**config.mk**
```make
export PLATFORM = sky130hd
export DESIGN_NAME = circular_deque
export DESIGN_NICKNAME = d
export VERILOG_FILES = /design/src/hw/rtl/cdq_pkg.sv /design/src/hw/rtl/cdq_ram.sv /design/src/hw/rtl/cdq_ctrl.sv /design/src/hw/rtl/cdq_dp.sv /design/src/hw/rtl/circular_deque.sv
export SDC_FILE = /design/constraint.sdc
export NUM_CORES = 1
export LEC_CHECK = 0
export ABC_CLOCK_PERIOD_IN_PS = 6200
export BUFFER_PORTS_ARGS = -buffer_cell sky130_fd_sc_hd__buf_2
export CORE_UTILIZATION = 30
export CTS_CLUSTER_SIZE = 28
export DETAILED_ROUTE_END_ITERATION = 8
export GPL_TIMING_DRIVEN = 0
export HOLD_SLACK_MARGIN = 0.12
export PLACE_DENSITY = 0.45
export SLEW_MARGIN = 10
export SYNTH_ARGS = -nofsm -noshare
export SYNTH_HDL_FRONTEND = slang
export SYNTH_SLANG_ARGS = --single-unit
```
**constraint.sdc**
```tcl
create_clock -name clk -period 6.2 [get_ports clk]
set_clock_uncertainty 0.1 [all_clocks]
set_input_delay 0.31 -clock clk [delete_from_list [all_inputs] [get_ports clk]]
set_output_delay 0.31 -clock clk [all_outputs]
set_load 0.01 [all_outputs]
```
**src/hw/rtl/cdq_pkg.sv**
```systemverilog
`default_nettype none
package cdq_pkg;

  localparam int CAPACITY_DEF   = 16;
  localparam int DATA_WIDTH_DEF = 32;

  localparam int MODE_W   = 3;
  localparam int STATUS_W = 2;
  localparam int IO_W     = 32;

  localparam logic [MODE_W-1:0] MODE_PUSH_BACK  = 3'd0;
  localparam logic [MODE_W-1:0] MODE_POP_BACK   = 3'd1;
  localparam logic [MODE_W-1:0] MODE_PUSH_FRONT = 3'd2;
  localparam logic [MODE_W-1:0] MODE_POP_FRONT  = 3'd3;
  localparam logic [MODE_W-1:0] MODE_CLEAR      = 3'd4;

  localparam logic [STATUS_W-1:0] ST_DONE  = 2'd0;
  localparam logic [STATUS_W-1:0] ST_EMPTY = 2'd1;
  localparam logic [STATUS_W-1:0] ST_FULL  = 2'd2;

  typedef struct packed {
    logic op_en;
    logic rd_en;
  } cdq_cmd_t;

endpackage
`default_nettype wire

```
**src/hw/rtl/cdq_ram.sv**
```systemverilog
`default_nettype none
module cdq_ram #(
  parameter int WIDTH = 32,
  parameter int DEPTH = 16
) (
  input  wire logic                     clk,
  input  wire logic                     we,
  input  wire logic [$clog2(DEPTH)-1:0] waddr,
  input  wire logic [WIDTH-1:0]         wdata,
  input  wire logic                     re,
  input  wire logic [$clog2(DEPTH)-1:0] raddr_a,
  input  wire logic [$clog2(DEPTH)-1:0] raddr_b,
  output logic      [WIDTH-1:0]         rdata_a,
  output logic      [WIDTH-1:0]         rdata_b
);

  logic [WIDTH-1:0] mem [DEPTH];

  always_ff @(posedge clk) begin
    if (we) begin
      mem[waddr] <= wdata;
    end
    if (re) begin
      rdata_a <= mem[raddr_a];
      rdata_b <= mem[raddr_b];
    end
  end

endmodule
`default_nettype wire

```
**src/hw/rtl/cdq_ctrl.sv**
```systemverilog
`default_nettype none
module cdq_ctrl (
  input  wire logic             clk,
  input  wire logic             rst_n,
  input  wire logic             in_valid,
  output logic                  in_ready,
  output logic                  out_valid,
  input  wire logic             out_ready,
  output cdq_pkg::cdq_cmd_t     cmd
);
  import cdq_pkg::*;

  typedef enum logic [2:0] {
    S_IDLE = 3'b001,
    S_READ = 3'b010,
    S_OUT  = 3'b100
  } state_t;

  state_t state_r;
  state_t state_nxt;

  assign in_ready  = (state_r == S_IDLE);
  assign out_valid = (state_r == S_OUT);
  assign cmd.op_en = in_valid && in_ready;
  assign cmd.rd_en = (state_r == S_READ);

  always_comb begin
    state_nxt = state_r;
    case (state_r)
      S_IDLE: begin
        if (in_valid) begin
          state_nxt = S_READ;
        end
      end
      S_READ: begin
        state_nxt = S_OUT;
      end
      S_OUT: begin
        if (out_ready) begin
          state_nxt = S_IDLE;
        end
      end
      default: begin
        state_nxt = S_IDLE;
      end
    endcase
  end

  always_ff @(posedge clk) begin
    if (!rst_n) begin
      state_r <= S_IDLE;
    end else begin
      state_r <= state_nxt;
    end
  end

  a_accept_reads: assert property (@(posedge clk) disable iff (!rst_n)
    cmd.op_en |=> cmd.rd_en)
    else $error("accepted item not followed by a store read");

  a_read_shows: assert property (@(posedge clk) disable iff (!rst_n)
    cmd.rd_en |=> out_valid && !in_ready)
    else $error("store read not followed by a result");

  a_one_at_a_time: assert property (@(posedge clk) disable iff (!rst_n)
    out_valid && !out_ready |=> !cmd.op_en && !cmd.rd_en)
    else $error("new work started while result is stalled");

endmodule
`default_nettype wire

```
**src/hw/rtl/cdq_dp.sv**
```systemverilog
`default_nettype none
module cdq_dp #(
  parameter int CAPACITY   = cdq_pkg::CAPACITY_DEF,
  parameter int DATA_WIDTH = cdq_pkg::DATA_WIDTH_DEF
) (
  input  wire logic                              clk,
  input  wire logic                              rst_n,
  input  wire cdq_pkg::cdq_cmd_t                 cmd,
  input  wire logic [cdq_pkg::MODE_W-1:0]        in_mode,
  input  wire logic signed [cdq_pkg::IO_W-1:0]   in_value,
  output logic [$clog2(CAPACITY+1)-1:0]          out_count,
  output logic signed [cdq_pkg::IO_W-1:0]        out_front_value,
  output logic signed [cdq_pkg::IO_W-1:0]        out_back_value,
  output logic [cdq_pkg::STATUS_W-1:0]           out_status
);
  import cdq_pkg::*;

  localparam int IDX_W = $clog2(CAPACITY);
  localparam int CNT_W = $clog2(CAPACITY + 1);
  localparam int SUM_W = CNT_W + 1;
  localparam logic [SUM_W-1:0] CAP_S  = SUM_W'(CAPACITY);
  localparam logic [IDX_W-1:0] LAST_I = IDX_W'(CAPACITY - 1);
  localparam logic [CNT_W-1:0] CAP_C  = CNT_W'(CAPACITY);

  logic [IDX_W-1:0]    head_r;
  logic [IDX_W-1:0]    head_nxt;
  logic [CNT_W-1:0]    count_r;
  logic [CNT_W-1:0]    count_nxt;
  logic [STATUS_W-1:0] status_r;
  logic [STATUS_W-1:0] status_nxt;

  logic                  full;
  logic                  empty;
  logic [IDX_W-1:0]      head_dec;
  logic [IDX_W-1:0]      head_inc;
  logic [SUM_W-1:0]      tail_sum;
  logic [IDX_W-1:0]      tail_idx;
  logic [SUM_W-1:0]      back_sum;
  logic [IDX_W-1:0]      back_idx;
  logic                  ram_we;
  logic [IDX_W-1:0]      ram_waddr;
  logic [DATA_WIDTH-1:0] ram_wdata;
  logic [DATA_WIDTH-1:0] front_data;
  logic [DATA_WIDTH-1:0] back_data;
  logic [IO_W-1:0]       front_32;
  logic [IO_W-1:0]       back_32;

  assign full     = (count_r == CAP_C);
  assign empty    = (count_r == '0);
  assign head_dec = (head_r == '0) ? LAST_I : head_r - IDX_W'(1);
  assign head_inc = (head_r == LAST_I) ? '0 : head_r + IDX_W'(1);

  assign tail_sum = SUM_W'(head_r) + SUM_W'(count_r);
  assign tail_idx = (tail_sum >= CAP_S) ? IDX_W'(tail_sum - CAP_S) : IDX_W'(tail_sum);
  assign back_sum = tail_sum - SUM_W'(1);
  assign back_idx = empty ? head_r :
                    (back_sum >= CAP_S) ? IDX_W'(back_sum - CAP_S) : IDX_W'(back_sum);

  generate
    if (DATA_WIDTH <= IO_W) begin : g_narrow
      assign ram_wdata = in_value[DATA_WIDTH-1:0];
      assign front_32  = IO_W'(front_data);
      assign back_32   = IO_W'(back_data);
    end else begin : g_wide
      assign ram_wdata = DATA_WIDTH'(in_value[IO_W-1:0]);
      assign front_32  = front_data[IO_W-1:0];
      assign back_32   = back_data[IO_W-1:0];
    end
  endgenerate

  always_comb begin
    head_nxt   = head_r;
    count_nxt  = count_r;
    status_nxt = status_r;
    ram_we     = 1'b0;
    ram_waddr  = tail_idx;
    if (cmd.op_en) begin
      status_nxt = ST_DONE;
      case (in_mode)
        MODE_PUSH_BACK: begin
          if (full) begin
            status_nxt = ST_FULL;
          end else begin
            ram_we    = 1'b1;
            count_nxt = count_r + CNT_W'(1);
          end
        end
        MODE_POP_BACK: begin
          if (empty) begin
            status_nxt = ST_EMPTY;
          end else begin
            count_nxt = count_r - CNT_W'(1);
          end
        end
        MODE_PUSH_FRONT: begin
          if (full) begin
            status_nxt = ST_FULL;
          end else begin
            ram_we    = 1'b1;
            ram_waddr = head_dec;
            head_nxt  = head_dec;
            count_nxt = count_r + CNT_W'(1);
          end
        end
        MODE_POP_FRONT: begin
          if (empty) begin
            status_nxt = ST_EMPTY;
          end else begin
            head_nxt  = head_inc;
            count_nxt = count_r - CNT_W'(1);
          end
        end
        MODE_CLEAR: begin
          head_nxt  = '0;
          count_nxt = '0;
        end
        default: begin
        end
      endcase
    end
  end

  always_ff @(posedge clk) begin
    if (!rst_n) begin
      head_r   <= '0;
      count_r  <= '0;
      status_r <= ST_DONE;
    end else begin
      head_r   <= head_nxt;
      count_r  <= count_nxt;
      status_r <= status_nxt;
    end
  end

  cdq_ram #(
    .WIDTH (DATA_WIDTH),
    .DEPTH (CAPACITY)
  ) u_ram (
    .clk     (clk),
    .we      (ram_we),
    .waddr   (ram_waddr),
    .wdata   (ram_wdata),
    .re      (cmd.rd_en),
    .raddr_a (head_r),
    .raddr_b (back_idx),
    .rdata_a (front_data),
    .rdata_b (back_data)
  );

  assign out_count       = count_r;
  assign out_status      = status_r;
  assign out_front_value = empty ? '0 : front_32;
  assign out_back_value  = empty ? '0 : back_32;

  a_count_bound: assert property (@(posedge clk) disable iff (!rst_n)
    count_r <= CAP_C)
    else $error("entry count above capacity");

  a_head_bound: assert property (@(posedge clk) disable iff (!rst_n)
    SUM_W'(head_r) < CAP_S)
    else $error("head index out of range");

  a_clear: assert property (@(posedge clk) disable iff (!rst_n)
    cmd.op_en && in_mode == MODE_CLEAR |=> count_r == '0 && head_r == '0)
    else $error("clear left entries behind");

  a_full_drop: assert property (@(posedge clk) disable iff (!rst_n)
    cmd.op_en && full && (in_mode == MODE_PUSH_BACK || in_mode == MODE_PUSH_FRONT)
    |=> $stable(count_r) && $stable(head_r) && status_r == ST_FULL)
    else $error("push on full changed state");

endmodule
`default_nettype wire

```
**src/hw/rtl/circular_deque.sv**
```systemverilog
// circular_deque: double-ended queue in a circular store of CAPACITY entries.
// Input channel (in_valid/in_ready): in_mode selects push back, pop back,
// push front, pop front or clear; in_value is the element for pushes.
// Result channel (out_valid/out_ready): one result per item with the entry
// count, the front and back elements (zero when empty) and a status
// (done, pop on empty ignored, push on full dropped).
// Sequence: an accepted item first updates head, count and the written
// entry; then front and back are read from the registered-read store
// into the result. One item is in flight at a time, so a new item is
// not taken until the result of the last one has been taken; the
// two-port store read after each update is why.
// Reset: head and count go to zero, the deque reads as empty. Store
// contents are not cleared; only pushed entries ever reach the outputs.
// Stall: while out_ready is low the result holds and in_ready stays low.
`default_nettype none
module circular_deque #(
  parameter int CAPACITY   = cdq_pkg::CAPACITY_DEF,
  parameter int DATA_WIDTH = cdq_pkg::DATA_WIDTH_DEF
) (
  input  wire logic                              clk,
  input  wire logic                              rst_n,
  input  wire logic                              in_valid,
  output logic                                   in_ready,
  input  wire logic [cdq_pkg::MODE_W-1:0]        in_mode,
  input  wire logic signed [cdq_pkg::IO_W-1:0]   in_value,
  output logic                                   out_valid,
  input  wire logic                              out_ready,
  output logic [$clog2(CAPACITY+1)-1:0]          out_count,
  output logic signed [cdq_pkg::IO_W-1:0]        out_front_value,
  output logic signed [cdq_pkg::IO_W-1:0]        out_back_value,
  output logic [cdq_pkg::STATUS_W-1:0]           out_status
);
  import cdq_pkg::*;

  cdq_cmd_t cmd;

  cdq_ctrl u_ctrl (
    .clk       (clk),
    .rst_n     (rst_n),
    .in_valid  (in_valid),
    .in_ready  (in_ready),
    .out_valid (out_valid),
    .out_ready (out_ready),
    .cmd       (cmd)
  );

  cdq_dp #(
    .CAPACITY   (CAPACITY),
    .DATA_WIDTH (DATA_WIDTH)
  ) u_dp (
    .clk             (clk),
    .rst_n           (rst_n),
    .cmd             (cmd),
    .in_mode         (in_mode),
    .in_value        (in_value),
    .out_count       (out_count),
    .out_front_value (out_front_value),
    .out_back_value  (out_back_value),
    .out_status      (out_status)
  );

endmodule
`default_nettype wire
```
==> flow_metrics.py <==
metrics = {
    "placement": {
        "dp_hpwl_um": 76400,
        "dp.cells": 3339,
        "place.port_buffers": 111,
        "placed_area_um2": 31300,
        "place_congestion": 0.867,
    },
    "logic_synthesis": {
        "yosysWarningCount": 0,
        "synth_top_cell_area_share": 0.605,
        "synth.mux.area_fraction": 0.149,
        "syn_area_per_cell_um2": 14.6,
        "yosysTopAreaCell": "edfxtp_1",
        "synth_top_family_by_area": "multiplexers",
        "synth_top_cells_by_area": "edfxtp_1 60%, mux4_2 12%, nand3_1 4.0%",
        "synth_cell_type_count": 73,
        "ys_async_sr_fraction": 0,
        "synth_area_um2": 28600,
        "synth_top_flop_cell": "edfxtp_1",
        "synth_cells": 1953,
        "yosys.area_share.simple": 0.0912,
        "synth_fa_ha_area_frac": 0.00534,
        "synth_edf_count": 576,
        "synth_nets": 2003,
        "synth-xor-area-share": 0.00455,
        "synth_seq_cells": 590,
        "synth-compound-area-share": 0.108,
        "yosysSeqAreaShare": 0.614,
    },
    "cts": {
        "clkTransAtPathRegs_ns": 0.06,
        "h-tree-depth": 3,
        "cts_made_buffers": 70,
        "cts.sinks": 590,
        "root_buffer": "clkbuf_16",
        "insertion_delay_ns": 0.62,
        "cts_tree": "done",
        "post_cts.repair.setup_buffers": 0,
        "cts_repair_resize_count": 0,
        "postCtsHoldBufs": 37,
        "cts_buffer_depth": 3,
    },
    "global_route": {
        "gr-usage-all-layers": 0.224,
        "grt_overflow": 0,
        "antenna_found_initial": 4,
        "grt_pass1_wl_um": 155000,
        "grt_max_degree": 27,
        "grt_pass1_vias": 20700,
    },
    "power_and_ir_drop": {
        "pwr_density_cell_nw_per_um2": 308,
        "p_leak_nw": 10.8,
        "finalPower_w": 0.0104,
        "ir_worst_vdd_mv": 0.177,
    },
    "outcome": {
        "status": "finished, final reports clean",
    },
    "hold_path": {
        "hold_class": "in2reg",
    },
    "die": {
        "dieArea_um2": 96600,
        "initial_utilization": 0.305,
        "io_pins": 112,
        "die_h_um": 311,
        "die_width_um": 311,
        "num_rows": 112,
        "core_area_um2": 93900,
    },
    "cells_and_area": {
        "area_growth_pct": 18.1,
        "regArea_um2": 17600,
        "multi_input_area_um2": 10400,
        "final_common_cell": "edfxtp_1",
        "fillers": 9071,
        "diodes": 0,
        "finalNetCount": 2244,
        "final_cell_area_um2": 33800,
        "final_cell_mix": "576 x edfxtp_1, 226 x nand3_1, 155 x mux4_2",
        "final_util": 0.360,
        "drive_gt1_frac": 0.219,
        "instances_no_fill": 3502,
    },
    "routing": {
        "post_drt_wl_per_cell_um": 31.3,
        "avgViaCountPerCell": 5.77,
        "dr_wl_met3_um": 8410,
        "wl_met1_um": 45600,
        "dr.pass1.iters": 7,
        "first_iter_violations": 2403,
        "dr.max_layer_used": "met5",
        "wl_met2_um": 52200,
        "wirelength_um": 110000,
        "drtAntennaViolNets": 0,
        "vias": 20200,
        "drc": 0,
    },
    "worst_setup_path": {
        "critPathMaxFanout": 10,
        "crit_top_cell": "clkbuf_1",
        "cp-start-kind": "flop",
        "critical_path_arrival_ns": 5.59,
        "crit_chain": "ha_1 > clkbuf_1 > inv_1 > ha_1 > inv_1 > a21oi_2 > clkbuf_1 > clkbuf_1 > o21ai_0 > nand3_1 > o211ai_1 > o2111ai_1",
        "crit_required_ns": 6.42,
        "cp_slowest_cell": "clkbuf_1",
        "slowest_delay_ns": 0.67,
        "critPathKind": "reg2reg",
        "cp-end-kind": "flop",
    },
    "sta": {
        "finalHoldViolCount": 0,
        "fmax_mhz": 186,
        "min_period_ns": 5.37,
        "slew_violations": 0,
        "rsz0062_at_grt": "no",
        "fin_crit_sh": 0.867,
        "setup_violations": 0,
        "slew_headroom": 0.0817,
        "worst_pin_slew_ns": 1.38,
    },
    "flow_run": {
        "maxCapViolCount": 0,
    },
}
## logic make-up (layout without fill, tap and decap cells)
| group | Yosys count | in the layout |
|---|---|---|
| DFF | 590 | 590 |
| muxes | 219 | 219 |
| AOI/OAI and AO/OA | 430 | 430 |
| and+or+nand+nor | 501 | 501 |
| adders and majority gates | 11 | 11 |
| buffers and inverters | 192 | 487 |
| xor gates and xnor gates | 10 | 10 |
## Yosys cell counts, types with 3 or more instances
| cell type | count |
|---|---|
| mux2_2 | 26 |
| a32oi_1 | 10 |
| or3_1 | 3 |
| nand2_1 | 85 |
| ha_1 | 9 |
| buf_1 | 31 |
| mux2_4 | 16 |
| o211a_1 | 10 |
| xnor2_1 | 3 |
| dfxtp_1 | 14 |
| a21o_1 | 3 |
| a31oi_1 | 15 |
| clkbuf_1 | 111 |
| mux2i_1 | 8 |
| nand2b_1 | 15 |
| and2_1 | 65 |
| xor2_1 | 4 |
| nor2b_1 | 7 |
| a211o_1 | 16 |
| inv_1 | 16 |
| o2111ai_1 | 33 |
| mux4_2 | 155 |
| o21ai_0 | 123 |
| a211oi_1 | 45 |
| mux2_1 | 14 |
| nor3b_1 | 3 |
| nand3_1 | 226 |
| and3_1 | 43 |
| a31o_1 | 27 |
| a21oi_1 | 20 |
| o221ai_1 | 4 |
| a311oi_1 | 10 |
| buf_2 | 27 |
| nor2_1 | 38 |
| o211ai_2 | 6 |
| nor3_4 | 3 |
| edfxtp_1 | 576 |
| o211ai_1 | 77 |
| a221oi_1 | 9 |
| buf_6 | 4 |
## sequential cells by signal, summed over array words and instances, names as in the netlist
name	flops
u_ctrl.state_r	3
u_dp.head_r	4
u_dp.u_ram.rdata_a	32
u_dp.u_ram.mem	512
u_dp.out_count	5
u_dp.u_ram.rdata_b	32
u_dp.out_status	2
## per-stage QoR
stage               TNS, ns  hold slack, ns  worst slack (ns)
floorplan                 0           0.286              2.38
global placement    -234.41           0.394             -1.01
detailed placement        0           0.411             0.982
CTS                       0           0.151             0.972
global route              0           0.245             0.704
finish                    0           0.185             0.826
## report_power, final
part           switching [W]  internal, W  total (W)  leakage, nW
clock                0.00167      0.00221    0.00388         1.01
sequential         0.0000170      0.00444    0.00446         5.30
combinational        0.00142     0.000648    0.00207         4.49
total                0.00310      0.00730     0.0104         10.8
## final timing paths
check	from	end	slack, ns	cells past startpoint
max	u_dp.out_count[0]$_SDFFE_PN0P_	u_dp.u_ram.rdata_b[30]$_DFFE_PP_	0.83	12
min	in_valid	u_ctrl.state_r[1]$_SDFFE_PN0P_	0.19	4
max reg2reg	u_dp.out_count[0]$_SDFFE_PN0P_	u_dp.u_ram.rdata_b[30]$_DFFE_PP_	0.83	12
min reg2reg	u_dp.out_status[1]$_SDFFE_PN0N_	u_dp.out_status[1]$_SDFFE_PN0N_	0.44	2
## layout make-up
class | count | share of cell area
multi-input cells | 1171 | 0.307
flip-flops and latches | 590 | 0.520
repair buffers | 169 | 0.0403
clock inverters | 35 | 0.00667
clock buffers | 91 | 0.0555
inverters | 17 | 0.00189
plain buffers | 175 | 0.0218
well taps | 1254 | 0.0465
## worst max-delay path: cells and delay by family (launching register included)
| kind | cells | cell delay, ns |
|---|---|---|
| buffers and inverters | 5 | 2.24 |
| AOI/OAI and AO/OA | 4 | 1.21 |
| adders and majority gates | 2 | 0.95 |
| DFF | 1 | 0.42 |
| and+or+nand+nor | 1 | 0.11 |
## routing by layer
metal / GRT usage / up-vias
met5: 0 / -
met4: 0.0789 / 2
met3: 0.0417 / 201
met2: 0.365 / 1040
met1: 0.299 / 10500
li1: - / 8453
(Power assumes the default switching activity.)
